--- src/sv/derivative_peak_detector_defines.svh ---
// Assertion macros shared by the peak detector RTL.
// No dependencies; included by the modules that carry assertions.
`ifndef DERIVATIVE_PEAK_DETECTOR_DEFINES_SVH
`define DERIVATIVE_PEAK_DETECTOR_DEFINES_SVH

`ifndef SYNTHESIS
// Same-cycle implication, clocked by clk and disabled during reset.
`define DPD_ASSERT_IMP(lbl, ante, cons) \
  lbl: assert property (@(posedge clk) disable iff (!rst_n) (ante) |-> (cons)) \
    else $error("peak detector assertion failed");
// Next-cycle implication, clocked by clk and disabled during reset.
`define DPD_ASSERT_NXT(lbl, ante, cons) \
  lbl: assert property (@(posedge clk) disable iff (!rst_n) (ante) |=> (cons)) \
    else $error("peak detector assertion failed");
`else
`define DPD_ASSERT_IMP(lbl, ante, cons)
`define DPD_ASSERT_NXT(lbl, ante, cons)
`endif

`endif

--- src/sv/dpd_pkg.sv ---
// Shared types, constants and helper functions of the peak detector.
// No dependencies; imported by every module of the block.
package dpd_pkg;

  localparam int SAMPLE_BITS = 24;
  localparam int INDEX_BITS  = 16;
  localparam int COUNT_BITS  = 8;
  localparam int SLOPE_BITS  = SAMPLE_BITS + 2;
  localparam int PEAK_LIMIT  = 255;
  localparam int CFG_IDX_W   = 2;
  localparam int QDEPTH      = 4;
  localparam int QPTR_W      = 2;
  localparam int QCNT_W      = 3;

  // Configuration register indexes.
  localparam logic [CFG_IDX_W-1:0] REG_RECORD_LENGTH  = 2'd0;
  localparam logic [CFG_IDX_W-1:0] REG_AMP_THRESHOLD  = 2'd1;
  localparam logic [CFG_IDX_W-1:0] REG_SLOPE_THRESHOLD = 2'd2;
  localparam logic [CFG_IDX_W-1:0] REG_MAX_PEAKS      = 2'd3;

  typedef logic signed [SAMPLE_BITS-1:0] sample_t;
  typedef logic signed [SLOPE_BITS-1:0]  slope_t;
  typedef logic [INDEX_BITS-1:0]         idx_t;
  typedef logic [COUNT_BITS-1:0]         count_t;

  // A slope of 1.0 in doubled Q15.8.
  localparam slope_t SLOPE_ONE_X2 = slope_t'(512);
  localparam idx_t   MIN_LENGTH   = idx_t'(3);

  // One classified crossing event handed from the front end to the back end.
  typedef struct packed {
    logic qa;     // candidate at pos_a passed all signal tests
    logic qb;     // end-of-record candidate at pos_b passed all signal tests
    idx_t pos_a;
    idx_t pos_b;
    logic done;   // this sample closes the record
  } qentry_t;

  // Record length with the short-record floor applied.
  function automatic idx_t eff_len(input idx_t len);
    eff_len = (len < MIN_LENGTH) ? MIN_LENGTH : len;
  endfunction

  // Signal tests of a candidate: zero crossing of the slope, slope bound,
  // amplitude above threshold and a steep enough drop.
  function automatic logic qualify(input sample_t yi, input slope_t sa, input slope_t sb,
                                   input sample_t amp, input sample_t slth);
    logic signed [SLOPE_BITS:0] drop;
    logic signed [SLOPE_BITS:0] thr2;
    drop = (SLOPE_BITS+1)'(sa) - (SLOPE_BITS+1)'(sb);
    thr2 = $signed({{2{slth[SAMPLE_BITS-1]}}, slth, 1'b0});
    qualify = !sa[SLOPE_BITS-1] && sb[SLOPE_BITS-1] && (sa <= SLOPE_ONE_X2) &&
              (yi > amp) && (drop > thr2);
  endfunction

endpackage

--- src/sv/dpd_front.sv ---
// Front end: takes samples, keeps the slope history and classifies candidates.
// Depends on dpd_pkg; pushes qentry_t events into the event queue.
module dpd_front (
  input  logic             clk,
  input  logic             rst_n,
  input  logic             accept,
  input  dpd_pkg::sample_t sample,
  input  dpd_pkg::idx_t    len_eff,
  input  dpd_pkg::sample_t amp_th,
  input  dpd_pkg::sample_t slope_th,
  output logic             push,
  output dpd_pkg::qentry_t entry
);
  import dpd_pkg::*;

  sample_t older_r, older_nxt;
  sample_t prev_r, prev_nxt;
  slope_t  pslope_r, pslope_nxt;
  idx_t    idx_r, idx_nxt;

  logic signed [SAMPLE_BITS:0] d_old;
  logic signed [SAMPLE_BITS:0] d_prev;
  slope_t s_new;
  slope_t s_end;
  logic   jge2;
  logic   done;
  logic   qa;
  logic   qb;

  // Differences against the stored history.
  assign d_old  = (SAMPLE_BITS+1)'(sample) - (SAMPLE_BITS+1)'(older_r);
  assign d_prev = (SAMPLE_BITS+1)'(sample) - (SAMPLE_BITS+1)'(prev_r);
  assign s_new  = SLOPE_BITS'(d_old);
  assign s_end  = $signed({d_prev, 1'b0});

  // Record position and the two candidate tests.
  assign jge2 = (idx_r >= idx_t'(2));
  assign done = jge2 && (({1'b0, idx_r} + (INDEX_BITS+1)'(1)) >= {1'b0, len_eff});
  assign qa   = jge2 && qualify(older_r, pslope_r, s_new, amp_th, slope_th);
  assign qb   = done && qualify(prev_r, s_new, s_end, amp_th, slope_th);

  // Only events that can change the back end are queued.
  assign push        = accept && (qa || done);
  assign entry.qa    = qa;
  assign entry.qb    = qb;
  assign entry.pos_a = idx_r - idx_t'(2);
  assign entry.pos_b = idx_r - idx_t'(1);
  assign entry.done  = done;

  // History update on each sample transfer.
  always_comb begin
    older_nxt  = older_r;
    prev_nxt   = prev_r;
    pslope_nxt = pslope_r;
    idx_nxt    = idx_r;
    if (accept) begin
      if (done) begin
        older_nxt  = '0;
        prev_nxt   = '0;
        pslope_nxt = '0;
        idx_nxt    = '0;
      end else begin
        idx_nxt  = idx_r + idx_t'(1);
        prev_nxt = sample;
        if (idx_r == idx_t'(1)) begin
          pslope_nxt = s_end;
          older_nxt  = prev_r;
        end else if (jge2) begin
          pslope_nxt = s_new;
          older_nxt  = prev_r;
        end
      end
    end
  end

  always_ff @(posedge clk) begin
    if (!rst_n) begin
      older_r  <= '0;
      prev_r   <= '0;
      pslope_r <= '0;
      idx_r    <= '0;
    end else begin
      older_r  <= older_nxt;
      prev_r   <= prev_nxt;
      pslope_r <= pslope_nxt;
      idx_r    <= idx_nxt;
    end
  end

endmodule

--- src/sv/dpd_queue.sv ---
// Short event queue between the front end and the back end.
// Depends on dpd_pkg for the entry type and the depth constants.
module dpd_queue (
  input  logic             clk,
  input  logic             rst_n,
  input  logic             push,
  input  dpd_pkg::qentry_t wr_entry,
  input  logic             pop,
  output logic             full,
  output logic             head_valid,
  output dpd_pkg::qentry_t head
);
  import dpd_pkg::*;

`include "derivative_peak_detector_defines.svh"

  qentry_t mem [QDEPTH];
  logic [QPTR_W-1:0] wptr_r, wptr_nxt;
  logic [QPTR_W-1:0] rptr_r, rptr_nxt;
  logic [QCNT_W-1:0] count_r, count_nxt;

  assign full       = (count_r == QCNT_W'(QDEPTH));
  assign head_valid = (count_r != '0);
  assign head       = mem[rptr_r];

  // Pointer and fill count update.
  always_comb begin
    wptr_nxt  = push ? wptr_r + QPTR_W'(1) : wptr_r;
    rptr_nxt  = pop ? rptr_r + QPTR_W'(1) : rptr_r;
    count_nxt = count_r;
    if (push && !pop) begin
      count_nxt = count_r + QCNT_W'(1);
    end else if (!push && pop) begin
      count_nxt = count_r - QCNT_W'(1);
    end
  end

  always_ff @(posedge clk) begin
    if (!rst_n) begin
      wptr_r  <= '0;
      rptr_r  <= '0;
      count_r <= '0;
    end else begin
      wptr_r  <= wptr_nxt;
      rptr_r  <= rptr_nxt;
      count_r <= count_nxt;
    end
  end

  // Entry storage.
  always_ff @(posedge clk) begin
    if (push) begin
      mem[wptr_r] <= wr_entry;
    end
  end

  `DPD_ASSERT_IMP(a_no_push_full, push, !full)
  `DPD_ASSERT_IMP(a_no_pop_empty, pop, head_valid)
  `DPD_ASSERT_NXT(a_count_grows, push && !pop, count_r == $past(count_r) + QCNT_W'(1))

endmodule

--- src/sv/dpd_back.sv ---
// Back end: applies list capacity and spacing rules and drives the result register.
// Depends on dpd_pkg; reads events from the event queue.
module dpd_back (
  input  logic             clk,
  input  logic             rst_n,
  input  logic             head_valid,
  input  dpd_pkg::qentry_t head,
  output logic             pop,
  input  dpd_pkg::idx_t    len_eff,
  input  dpd_pkg::count_t  cap,
  output logic             out_valid,
  input  logic             out_stall,
  output dpd_pkg::idx_t    out_peak_position,
  output dpd_pkg::count_t  out_peak_count,
  output logic             out_overflow,
  output logic             out_record_done,
  output logic             out_run_last
);
  import dpd_pkg::*;

`include "derivative_peak_detector_defines.svh"

  localparam logic [1:0] PH_A   = 2'd0;
  localparam logic [1:0] PH_B   = 2'd1;
  localparam logic [1:0] PH_SUM = 2'd2;

  logic [1:0] phase_r, phase_nxt;
  logic [1:0] cur_ph;
  count_t     kept_r, kept_nxt;
  idx_t       last_r, last_nxt;
  logic       stopped_r, stopped_nxt;
  logic       valid_r, valid_nxt;
  idx_t       pos_r;
  count_t     cnt_r;
  logic       ovf_r;
  logic       done_r;
  logic       run_last_r;

  logic       out_free;
  logic       step;
  logic       test_q;
  idx_t       test_pos;
  idx_t       pos_gap;
  logic [INDEX_BITS+4:0] dist20;
  logic       take;
  logic       full_hit;
  logic       near;
  logic       keep;
  logic       is_sum;
  logic       emit;

  // Phase actually worked on; an unqualified first candidate is skipped.
  always_comb begin
    cur_ph = phase_r;
    if (phase_r == PH_A && !head.qa) begin
      cur_ph = head.qb ? PH_B : PH_SUM;
    end
  end

  assign out_free = !valid_r || !out_stall;
  assign step     = head_valid && out_free;
  assign is_sum   = (cur_ph == PH_SUM);
  assign test_q   = (cur_ph == PH_A) ? head.qa : ((cur_ph == PH_B) ? head.qb : 1'b0);
  assign test_pos = (cur_ph == PH_A) ? head.pos_a : head.pos_b;

  // Capacity and minimum spacing against the last kept peak.
  assign pos_gap  = test_pos - last_r;
  assign dist20   = {1'b0, pos_gap, 4'b0} + {3'b0, pos_gap, 2'b0};
  assign take     = !stopped_r && test_q;
  assign full_hit = take && (kept_r >= cap);
  assign near     = (kept_r != '0) && (test_pos >= last_r) &&
                    (dist20 < (INDEX_BITS+5)'(len_eff));
  assign keep     = take && !full_hit && !near;
  assign emit     = is_sum || keep;

  // Event sequencing and list state.
  always_comb begin
    phase_nxt   = phase_r;
    kept_nxt    = kept_r;
    last_nxt    = last_r;
    stopped_nxt = stopped_r;
    pop         = 1'b0;
    if (step) begin
      if (is_sum) begin
        kept_nxt    = '0;
        last_nxt    = '0;
        stopped_nxt = 1'b0;
        phase_nxt   = PH_A;
        pop         = 1'b1;
      end else begin
        if (full_hit) begin
          stopped_nxt = 1'b1;
        end
        if (keep) begin
          last_nxt = test_pos;
          kept_nxt = kept_r + count_t'(1);
        end
        if (cur_ph == PH_A) begin
          if (!head.done) begin
            pop = 1'b1;
          end else begin
            phase_nxt = head.qb ? PH_B : PH_SUM;
          end
        end else begin
          phase_nxt = PH_SUM;
        end
      end
    end
  end

  // Result register valid.
  always_comb begin
    valid_nxt = valid_r;
    if (step && emit) begin
      valid_nxt = 1'b1;
    end else if (!out_stall) begin
      valid_nxt = 1'b0;
    end
  end

  always_ff @(posedge clk) begin
    if (!rst_n) begin
      phase_r   <= PH_A;
      kept_r    <= '0;
      last_r    <= '0;
      stopped_r <= 1'b0;
      valid_r   <= 1'b0;
    end else begin
      phase_r   <= phase_nxt;
      kept_r    <= kept_nxt;
      last_r    <= last_nxt;
      stopped_r <= stopped_nxt;
      valid_r   <= valid_nxt;
    end
  end

  // Result payload, loaded on each emitted result.
  always_ff @(posedge clk) begin
    if (step && emit) begin
      pos_r      <= is_sum ? '0 : test_pos;
      cnt_r      <= is_sum ? kept_r : kept_r + count_t'(1);
      ovf_r      <= is_sum && stopped_r;
      done_r     <= is_sum;
      run_last_r <= is_sum || !head.done;
    end
  end

  assign out_valid         = valid_r;
  assign out_peak_position = pos_r;
  assign out_peak_count    = cnt_r;
  assign out_overflow      = ovf_r;
  assign out_record_done   = done_r;
  assign out_run_last      = run_last_r;

  `DPD_ASSERT_NXT(a_sum_clears, step && is_sum, kept_r == '0 && !stopped_r)
  `DPD_ASSERT_IMP(a_keep_not_stopped, step && keep, !stopped_r && kept_r < cap)
  `DPD_ASSERT_IMP(a_peak_count_nonzero, valid_r && !done_r, cnt_r != '0)

endmodule

--- src/sv/derivative_peak_detector.sv ---
// Top level of the derivative zero-crossing peak detector.
// Depends on dpd_pkg, dpd_front, dpd_queue and dpd_back.
//
// Usage:
//   Input channel (in_valid / in_stall / in_sample) carries one signed Q15.8
//   sample per transfer; record_length samples form one record.
//   Result channel (out_valid / out_stall / out_*) carries one peak per
//   transfer and one summary item (out_record_done = 1) closing each record.
//   out_run_last marks the last result caused by one sample.
//   Configuration port (cfg_valid / cfg_ready / cfg_index / cfg_data) is
//   always ready; write it only while the block is idle.
// Timing:
//   A sample is taken every cycle while the four-entry event queue has room.
//   The back end emits at most one result per cycle while the result register
//   is free, so a record end can take phases A, B and SUM in turn there, and the
//   result register is the limit when peaks come closely spaced.
// Reset and stall:
//   Synchronous reset clears all record state and loads the register
//   defaults. A stalled result holds; the queue then fills and in_stall rises.
module derivative_peak_detector (
  input  logic                             clk,
  input  logic                             rst_n,
  input  logic                             in_valid,
  output logic                             in_stall,
  input  dpd_pkg::sample_t                 in_sample,
  output logic                             out_valid,
  input  logic                             out_stall,
  output dpd_pkg::idx_t                    out_peak_position,
  output dpd_pkg::count_t                  out_peak_count,
  output logic                             out_overflow,
  output logic                             out_record_done,
  output logic                             out_run_last,
  input  logic                             cfg_valid,
  output logic                             cfg_ready,
  input  logic [dpd_pkg::CFG_IDX_W-1:0]    cfg_index,
  input  logic [dpd_pkg::SAMPLE_BITS-1:0]  cfg_data
);
  import dpd_pkg::*;

  idx_t    record_length_r;
  sample_t amp_threshold_r;
  sample_t slope_threshold_r;
  count_t  max_peaks_r;

  idx_t    len_eff;
  count_t  cap;
  logic    in_accept;
  logic    push;
  logic    pop;
  logic    full;
  logic    head_valid;
  qentry_t wr_entry;
  qentry_t head;

  // Configuration registers, written on each cfg transfer.
  assign cfg_ready = 1'b1;

  always_ff @(posedge clk) begin
    if (!rst_n) begin
      record_length_r   <= idx_t'(1024);
      amp_threshold_r   <= '0;
      slope_threshold_r <= '0;
      max_peaks_r       <= count_t'(16);
    end else if (cfg_valid && cfg_ready) begin
      case (cfg_index)
        REG_RECORD_LENGTH:   record_length_r   <= cfg_data[INDEX_BITS-1:0];
        REG_AMP_THRESHOLD:   amp_threshold_r   <= cfg_data;
        REG_SLOPE_THRESHOLD: slope_threshold_r <= cfg_data;
        REG_MAX_PEAKS:       max_peaks_r       <= cfg_data[COUNT_BITS-1:0];
        default: begin
        end
      endcase
    end
  end

  // Derived limits.
  assign len_eff = eff_len(record_length_r);
  assign cap     = (max_peaks_r < count_t'(PEAK_LIMIT)) ? max_peaks_r : count_t'(PEAK_LIMIT);

  assign in_stall  = full;
  assign in_accept = in_valid && !in_stall;

  dpd_front u_front (
    .clk      (clk),
    .rst_n    (rst_n),
    .accept   (in_accept),
    .sample   (in_sample),
    .len_eff  (len_eff),
    .amp_th   (amp_threshold_r),
    .slope_th (slope_threshold_r),
    .push     (push),
    .entry    (wr_entry)
  );

  dpd_queue u_queue (
    .clk        (clk),
    .rst_n      (rst_n),
    .push       (push),
    .wr_entry   (wr_entry),
    .pop        (pop),
    .full       (full),
    .head_valid (head_valid),
    .head       (head)
  );

  dpd_back u_back (
    .clk               (clk),
    .rst_n             (rst_n),
    .head_valid        (head_valid),
    .head              (head),
    .pop               (pop),
    .len_eff           (len_eff),
    .cap               (cap),
    .out_valid         (out_valid),
    .out_stall         (out_stall),
    .out_peak_position (out_peak_position),
    .out_peak_count    (out_peak_count),
    .out_overflow      (out_overflow),
    .out_record_done   (out_record_done),
    .out_run_last      (out_run_last)
  );

endmodule

--- config.mk ---
export PLATFORM = sky130hd
export DESIGN_NAME = derivative_peak_detector
export DESIGN_NICKNAME = d
export VERILOG_FILES = /design/src/sv/dpd_pkg.sv /design/src/sv/dpd_front.sv /design/src/sv/dpd_queue.sv /design/src/sv/dpd_back.sv /design/src/sv/derivative_peak_detector.sv
export VERILOG_INCLUDE_DIRS = /design/src /design/src/sv
export SDC_FILE = /design/constraint.sdc
export NUM_CORES = 1
export LEC_CHECK = 0
export BUFFER_PORTS_ARGS = -buffer_cell sky130_fd_sc_hd__buf_4
export CELL_PAD_IN_SITES_DETAIL_PLACEMENT = 0
export CELL_PAD_IN_SITES_GLOBAL_PLACEMENT = 2
export CORE_ASPECT_RATIO = 1.1
export CORE_MARGIN = 8
export CORE_UTILIZATION = 36
export CTS_BUF_LIST = sky130_fd_sc_hd__clkbuf_8 sky130_fd_sc_hd__clkbuf_16
export CTS_CLUSTER_DIAMETER = 30
export DETAILED_ROUTE_END_ITERATION = 16
export PLACE_DENSITY = 0.86
export SYNTH_ARGS = -nofsm -noshare
export SYNTH_HDL_FRONTEND = slang
export SYNTH_SLANG_ARGS = --single-unit
--- constraint.sdc ---
create_clock -name clk -period 7.6 [get_ports clk]
set_input_delay 0.76 -clock clk [delete_from_list [all_inputs] [get_ports clk]]
set_output_delay 0.76 -clock clk [all_outputs]
set_load 0.01 [all_outputs]
==> results of run 1 <==
==> report_power, final <==
group | internal, W | leakage (nW) | switching [W]
registers | 0.00227 | 3.13 | 0.000107
clock network | 0.00269 | 1.58 | 0.00130
logic | 0.00239 | 7.58 | 0.00280
==> cells by family (layout without fill, tap and decap cells) <==
logic type,count (synthesis),count (layout)
xor+xnor,140,140
buf+inv,350,657
fa+ha+maj,287,287
compound gates,643,643
simple gates,882,882
other cells,1,1
mux,64,64
flops,366,366
==> sequential cells by signal, indices dropped and copies added, names as in the netlist, named ones only <==
signal,cells
u_back.stopped_r,1
amp_threshold_r,24
max_peaks_r,8
u_back.out_peak_position,16
u_back.out_run_last,1
slope_threshold_r,24
u_back.out_overflow,1
u_queue.count_r,3
u_front.idx_r,16
record_length_r,16
u_back.out_valid,1
u_back.out_record_done,1
u_back.phase_r,2
u_back.kept_r,8
u_back.out_peak_count,8
u_front.prev_r,24
u_back.last_r,16
u_front.pslope_r,26
u_queue.rptr_r,2
u_queue.mem,140
u_front.older_r,24
u_queue.wptr_r,2
==> timing repair <==
action / CTS / global route
setup buffers: 1 / 4
gates resized for setup: 7 / 58
pin swaps: 1 / 22
cloned: 0 / 0
setup endpoints to repair: 52 / 198
==> per-layer routing <==
layer,track usage,part of all wire,vias up,wire length [microns]
met5,0,0,-,0
met4,0.07704,0.034,0,2605
met3,0.03063,0.043,131,3296
met2,0.3501,0.50,459,38880
met1,0.2338,0.42,9954,32550
li1,-,-,10292,-
==> final cells by class <==
cell class / count / area share
multi-input cells: 2017 / 0.4724
well taps: 867 / 0.03534
clock buffers: 96 / 0.07532
clock inverters: 68 / 0.02926
flip-flops and latches: 366 / 0.2932
inverters: 243 / 0.03000
repair buffers: 250 / 0.06448
==> cell usage after synthesis, drive strengths merged, types with 9 or more instances <==
cell type  number
a211oi         21
a21o           59
a21oi         254
a31oi          17
and2           24
and3           17
buf            23
clkbuf         84
dfxtp         199
edfxtp        167
ha            272
inv           243
mux2i          27
mux4           35
nand2         341
nand2b         28
nand3         121
nand4          38
nor2          158
nor2b          35
nor3           36
nor4           19
o2111ai         9
o211ai         19
o21a           41
o21ai         104
o21bai         12
o2bb2ai        17
o31ai          11
or2            15
or3            14
xnor2          86
xor2           54
==> worst max-delay path: cells and delay by family, from the launching register on <==
family,cells,cell delay (ns)
xor+xnor,2,0.33
compound gates,14,2.66
fa+ha+maj,3,0.84
mux,3,1.04
flops,1,0.38
simple gates,8,1.30
buf+inv,3,0.35
==> cell usage in the layout, fill, tap and decap left out, types with 38 or more instances in the layout <==
cell and n:
inv_1 249, a21oi_1 247, buf_4 240, ha_1 269, edfxtp_1 167, nand4_1 38, clkbuf_16 88, a21o_1 59
dfxtp_1 197, nor2_1 152, xnor2_1 82, o21ai_0 84, nand2_1 339, o21a_1 41, nand3_1 120, xor2_1 52
==> per-stage QoR <==
stage / TNS, ns / setup WS [ns] / util / std cells
floorplan: 0 / 0.01056 / - / 2733
global placement: -0.3304 / -0.3304 / 0.4030 / 3738
detailed placement: -5.221 / -0.3372 / 0.4030 / 3738
CTS: 0 / 0.02581 / 0.4510 / 3903
global route: -0.8084 / -0.06448 / 0.4544 / 3907
finish: 0 / 0.3883 / 0.4544 / 3907
==> how the worst max path moves through the flow <==
stage                                            start                                          to  slack, ns  cells after the start
after global routing                              flop  u_back.out_peak_position[14]$_SDFFCE_PP0P_      -0.06                     33
final                     u_queue.mem[1][34]$_DFFE_PP_  u_back.out_peak_position[14]$_SDFFCE_PP0P_       0.39                     33
after floorplan                                   flop               u_back.out_overflow$_DFFE_PP_       0.01                     35
after CTS                 u_queue.mem[1][34]$_DFFE_PP_  u_back.out_peak_position[14]$_SDFFCE_PP0P_       0.03                     32
after detailed placement                  in_sample[0]             u_queue.count_r[2]$_SDFFE_PN0P_      -0.34                     40
after global placement                    in_sample[0]             u_queue.count_r[2]$_SDFFE_PN0P_      -0.33                     37
==> flow_summary_export.csv, run 1 <==
group,metric,value,unit
critical_path,crit_fanout,27,
clock_network,cts_hold_buf,0,
timing,fmax,0.1387,GHz
cells_and_area,nets,3300,
yosys,synthAdderAreaFrac,0.1476,
floorplanning,ios,85,
floorplanning,core-area,67560,sq um
cells_and_area,final_area,30700,sq um
clock_network,clk_pin_slew,0.05,ns
route,wl,77330,microns
placed_design,gp_congestion,0.8527,
critical_path,r2r_cells,33,
cells_and_area,area_delta_synth_final,24.98,%
flow_run,cap_violations,0,
floorplanning,dieHeight,290.0,microns
yosys,synth_top_area_frac,0.2042,
critical_path,critPathKind,"reg -> reg",
yosys,yosys_warnings,0,
critical_path,crit_slowest_cell,"mux4_2",
timing,min_period,7.212,ns
floorplanning,floorplan.die_area,76860,sq um
timing,whs,0.3700,ns
route,viasPerCell,5.333,
cells_and_area,seq_area,9001,sq um
yosys,syn_area,24560,sq um
cells_and_area,antenna_cells,0,
floorplanning,start_util,0.3636,
yosys,synth_compound_area_frac,0.1674,
route,routedWlPerCell,19.79,microns
yosys,synth.top_cells.by_area,"edfxtp_1, dfxtp_1, ha_1, nand2_1, a21oi_1",
global_routing,grt_pass1_wl,119700,microns
worst_hold_path,hold_path_depth,3,
placed_design,io_buffers,83,
clock_network,root_buffer,"clkbuf_16",
yosys,synth_cells,2733,
yosys,synthSimpleGateAreaFrac,0.1692,
yosys,synthArstFlopShare,0,
timing,fin_skew,0.04702,ns
route,final_antenna_net_count,0,
yosys,yosys.area.top_type,"edfxtp_1",
yosys,synth_top_family_by_area,"simple AND/OR/NAND/NOR gates",
floorplanning,num_rows,100,
worst_hold_path,holdPathEnd,"slope_threshold_r[21]$_SDFFE_PN0P_",
timing,drv_slew,0,
timing,hold_viol_final,0,
power_and_ir_drop,peakVddDrop,0.2730,mV
route,drc,0,
yosys,synth.distinct_cells,94,
global_routing,grt_max_degree,92,
worst_hold_path,min_from,"cfg_data[21]",
critical_path,critPathMaxStageDelay,0.51,ns
cells_and_area,layout-drive-gt1-share,0.1760,
yosys,seq_area_frac_synth,0.3663,
critical_path,r2r_setup_slack,0.39,ns
clock_network,cts_tree,"yes",
global_routing,grt-ovfl-total,0,
route,dr.pass1.iters,7,
yosys,synth_area_per_cell,8.988,sq um
yosys,synthFlopType,"dfxtp_1",
global_routing,antenna_found_initial,0,
route,routed-via-count,20836,
placed_design,dp_hpwl,58890,microns
timing,setup_viol_count_final,0,
timing,slew_headroom,0.2622,
clock_network,clk_path_buf_depth,3,
timing,period_share,0.9489,
clock_network,insertion_delay,0.65,ns
yosys,muxShareOfSynthArea,0.04401,
critical_path,required,7.96,ns
placed_design,placed_area,27230,sq um
critical_path,cp_data_arrival_time,7.58,ns
critical_path,crit_path_start_kind,"flop",
route,drt_iter0_drc,1302,
power_and_ir_drop,p_leak,12.29,nW
critical_path,worst_setup_path_end_kind,"flop",
global_routing,track_usage,0.1962,
yosys,synth-xor-area-share,0.05099,
floorplanning,die_w,265.1,microns
critical_path,rr_startpoint,"u_queue.mem[1][34]$_DFFE_PP_",
clock_network,htree_levels,3,
power_and_ir_drop,power.total,0.01156,W
timing,worst_pin_slew,1.105,ns
power_and_ir_drop,power_density,376.6,nW/um^2
clock_network,numCtsBuffers,88,
yosys,synth_edf_count,167,
global_routing,grt_pass1_vias,21398,
clock_network,cts.sinks,366,
yosys,synth_seq_cells,366,
run_status,status,"finished clean",
cells_and_area,fill_cells,6385,
cells_and_area,multiInputGateArea,14500,sq um
worst_hold_path,hold_class,"in -> reg",
yosys,syn-num-nets,3067,
critical_path,rr_endpoint,"u_back.out_peak_position[14]$_SDFFCE_PP0P_",
(Power assumes the default switching activity.)
==> run 2, diff against run 1 <==
ABC_AREA = 1   (was not set)
CORE_UTILIZATION = 34   (was 36)
PLACE_DENSITY = 0.87   (was 0.86)
==> flow_summary_export.csv, run 2 <==
group,metric,value,unit
run_status,status,"finished clean",
yosys,ys_top_cells_by_count,"nand2_1, inv_1, a21oi_1",
route,routedWlPerCell,18.28,microns
critical_path,cp_data_arrival_time,6.72,ns
power_and_ir_drop,power_density,453.3,nW/um^2
global_routing,track_usage,0.1996,
yosys,synth_cells,3570,
worst_hold_path,hold_class,"in -> reg",
worst_hold_path,holdPathEnd,"max_peaks_r[4]$_SDFFE_PN1P_",
yosys,seq_area_frac_synth,0.3410,
clock_network,cts.sinks,366,
critical_path,crit_path_start_kind,"flop",
global_routing,grt_use_met3,0.02676,
route,drt_iter0_drc,1484,
global_routing,met1_usage,0.2360,
critical_path,required,7.90,ns
route,dr.pass1.iters,8,
cells_and_area,final_cell_mix,"nand2_1, inv_1, a21oi_1, nor2_1, ha_1",
clock_network,clk_path_buf_depth,3,
yosys,synth.distinct_cells,58,
timing,fmax,0.1558,GHz
clock_network,root_buffer,"clkbuf_16",
cells_and_area,largest_reg_flops,140,
timing,period_share,0.8447,
clock_network,cts_tree,"yes",
clock_network,clk_pin_slew,0.05,ns
timing,drv_slew,0,
global_routing,grt_pass1_wl,135600,microns
floorplanning,ios,85,
global_routing,grt_max_degree,96,
global_routing,use_met2,0.3582,
timing,min_period,6.420,ns
floorplanning,start_util,0.3422,
global_routing,grt_pass1_vias,23696,
yosys,synth_top_area_frac,0.1900,
worst_hold_path,hold_path_depth,3,
global_routing,grt-busiest-layer,"met2",
power_and_ir_drop,p_leak,13.90,nW
route,final_antenna_net_count,0,
timing,worst_pin_slew,1.210,ns
critical_path,critPathKind,"reg -> reg",
power_and_ir_drop,peakVddDrop,0.4308,mV
cells_and_area,area_delta_synth_final,19.03,%
flow_run,cap_violations,0,
timing,tns,0,ns
yosys,synth_area_per_cell,7.392,sq um
clock_network,post_cts_buffers,0,
cells_and_area,reg_top3,"u_queue.mem: 140 flops, u_front.pslope_r: 26 flops",
floorplanning,die_w,281.6,microns
floorplanning,dieHeight,308.2,microns
cells_and_area,largest_register,"u_queue.mem",
placed_design,dp_hpwl,67750,microns
global_routing,grt-ovfl-total,0,
critical_path,cp_common_cell,"nand2_1",
yosys,synth_seq_cells,366,
critical_path,crit_slowest_cell,"o21ai_0",
yosys,yosys_warnings,0,
cells_and_area,fill_cells,8090,
worst_hold_path,min_from,"cfg_data[4]",
cells_and_area,nets,3997,
yosys,synthArstFlopShare,0,
cells_and_area,mostFrequentLayoutCell,"nand2_1",
clock_network,ctsResizeCount,0,
critical_path,r2r_setup_slack,1.18,ns
timing,rsz0062_at_grt,"no",
floorplanning,floorplan.die_area,86790,sq um
route,routed-via-count,23813,
critical_path,r2r_cells,32,
clock_network,insertion_delay,0.65,ns
timing,slew_headroom,0.1862,
cells_and_area,antenna_cells,0,
yosys,syn_area,26390,sq um
global_routing,antenna_found_initial,1,
yosys,synthFlopType,"dfxtp_1",
timing,setup_viol_count_final,0,
yosys,syn-num-nets,3904,
route,viasPerCell,4.987,
yosys,synthMostInstantiatedCell,"nand2_1",
yosys,synth_edf_count,167,
clock_network,numCtsBuffers,91,
floorplanning,num_rows,107,
timing,hold_viol_final,0,
cells_and_area,layout-drive-gt1-share,0.09733,
placed_design,gp_congestion,0.8851,
critical_path,crit_fanout,48,
critical_path,rr_endpoint,"u_back.out_peak_position[7]$_SDFFCE_PP0P_",
placed_design,io_buffers,83,
clock_network,cts_hold_buf,0,
route,wl,87270,microns
timing,fin_skew,0.06158,ns
clock_network,htree_levels,3,
timing,setup_slack,1.180,ns
critical_path,critPathMaxStageDelay,0.69,ns
yosys,synth.top_cells.by_area,"edfxtp_1, dfxtp_1, ha_1, nand2_1, inv_1",
critical_path,worst_setup_path_end_kind,"flop",
route,drc,0,
placed_design,place_ws,0.6599,ns
yosys,yosys.area.top_type,"edfxtp_1",
floorplanning,core-area,77110,sq um
## run 2: power breakdown
part / internal [W] / leakage, nW / total (W) / switching [W]
sequential: 0.00235 / 3.13 / 0.00248 / 0.000130
clock: 0.00280 / 1.64 / 0.00411 / 0.00131
combinational: 0.00281 / 9.13 / 0.00764 / 0.00483
total: 0.00796 / 13.9 / 0.0142 / 0.00628
## run 2: per-stage QoR
step	utilization	area, sq um	total power, W	cells	hold WS (ns)
after floorplan	-	26390	0.008081	3570	0.4121
after global placement	0.3639	28060	0.01017	4605	0.4328
after detailed placement	0.3639	28060	0.01019	4605	0.4410
after CTS	0.4073	31410	0.01441	4775	0.3735
after global routing	0.4073	31410	0.01571	4775	0.3975
final	0.4073	31410	0.01424	4775	0.4113
## run 2: cell type report
class,count,area (sq um),area share
clock inverter,67,909.6,0.02896
sequential,366,9000,0.2865
timing repair buffer,114,855.8,0.02725
inverter,521,1958,0.06234
clock buffer,103,2442,0.07776
tap,1035,1295,0.04123
multi-input combinational,2569,14950,0.4759
## run 2: worst max path at each step
stage / from / end / slack, ns / cells after the start
after floorplan: in_sample[0] / u_queue.mem[0][0]$_DFFE_PP_ / 0.81 / 41
after detailed placement: in_sample[0] / u_queue.count_r[2]$_SDFFE_PN0P_ / 0.66 / 44
after CTS: flop / u_back.out_peak_position[7]$_SDFFCE_PP0P_ / 1.17 / 37
final: flop / u_back.out_peak_position[7]$_SDFFCE_PP0P_ / 1.18 / 32
after global placement: in_sample[0] / u_queue.count_r[2]$_SDFFE_PN0P_ / 0.70 / 50
after global routing: flop / u_back.out_peak_position[7]$_SDFFCE_PP0P_ / 0.44 / 37
## run 2: cell families after synthesis
logic type | share of synthesized area
flops | 0.3410
simple gates | 0.2464
buf+inv | 0.09526
other cells | 0.0001421
compound gates | 0.1424
xor+xnor | 0.04045
fa+ha+maj | 0.1343
## run 2: layer usage
metal	up-vias	wire length [microns]	part of all wire
li1	12193	-	-
met1	10975	36440	0.42
met2	502	43490	0.50
met3	143	3506	0.040
met4	0	3824	0.044
met5	-	0	0
## run 2: critical path: cells and delay by family, from the launching register on
family	cells	cell delay (ns)
simple gates	16	1.64
compound gates	5	1.37
flops	1	0.29
buf+inv	6	1.25
fa+ha+maj	3	1.11
xor+xnor	2	0.35
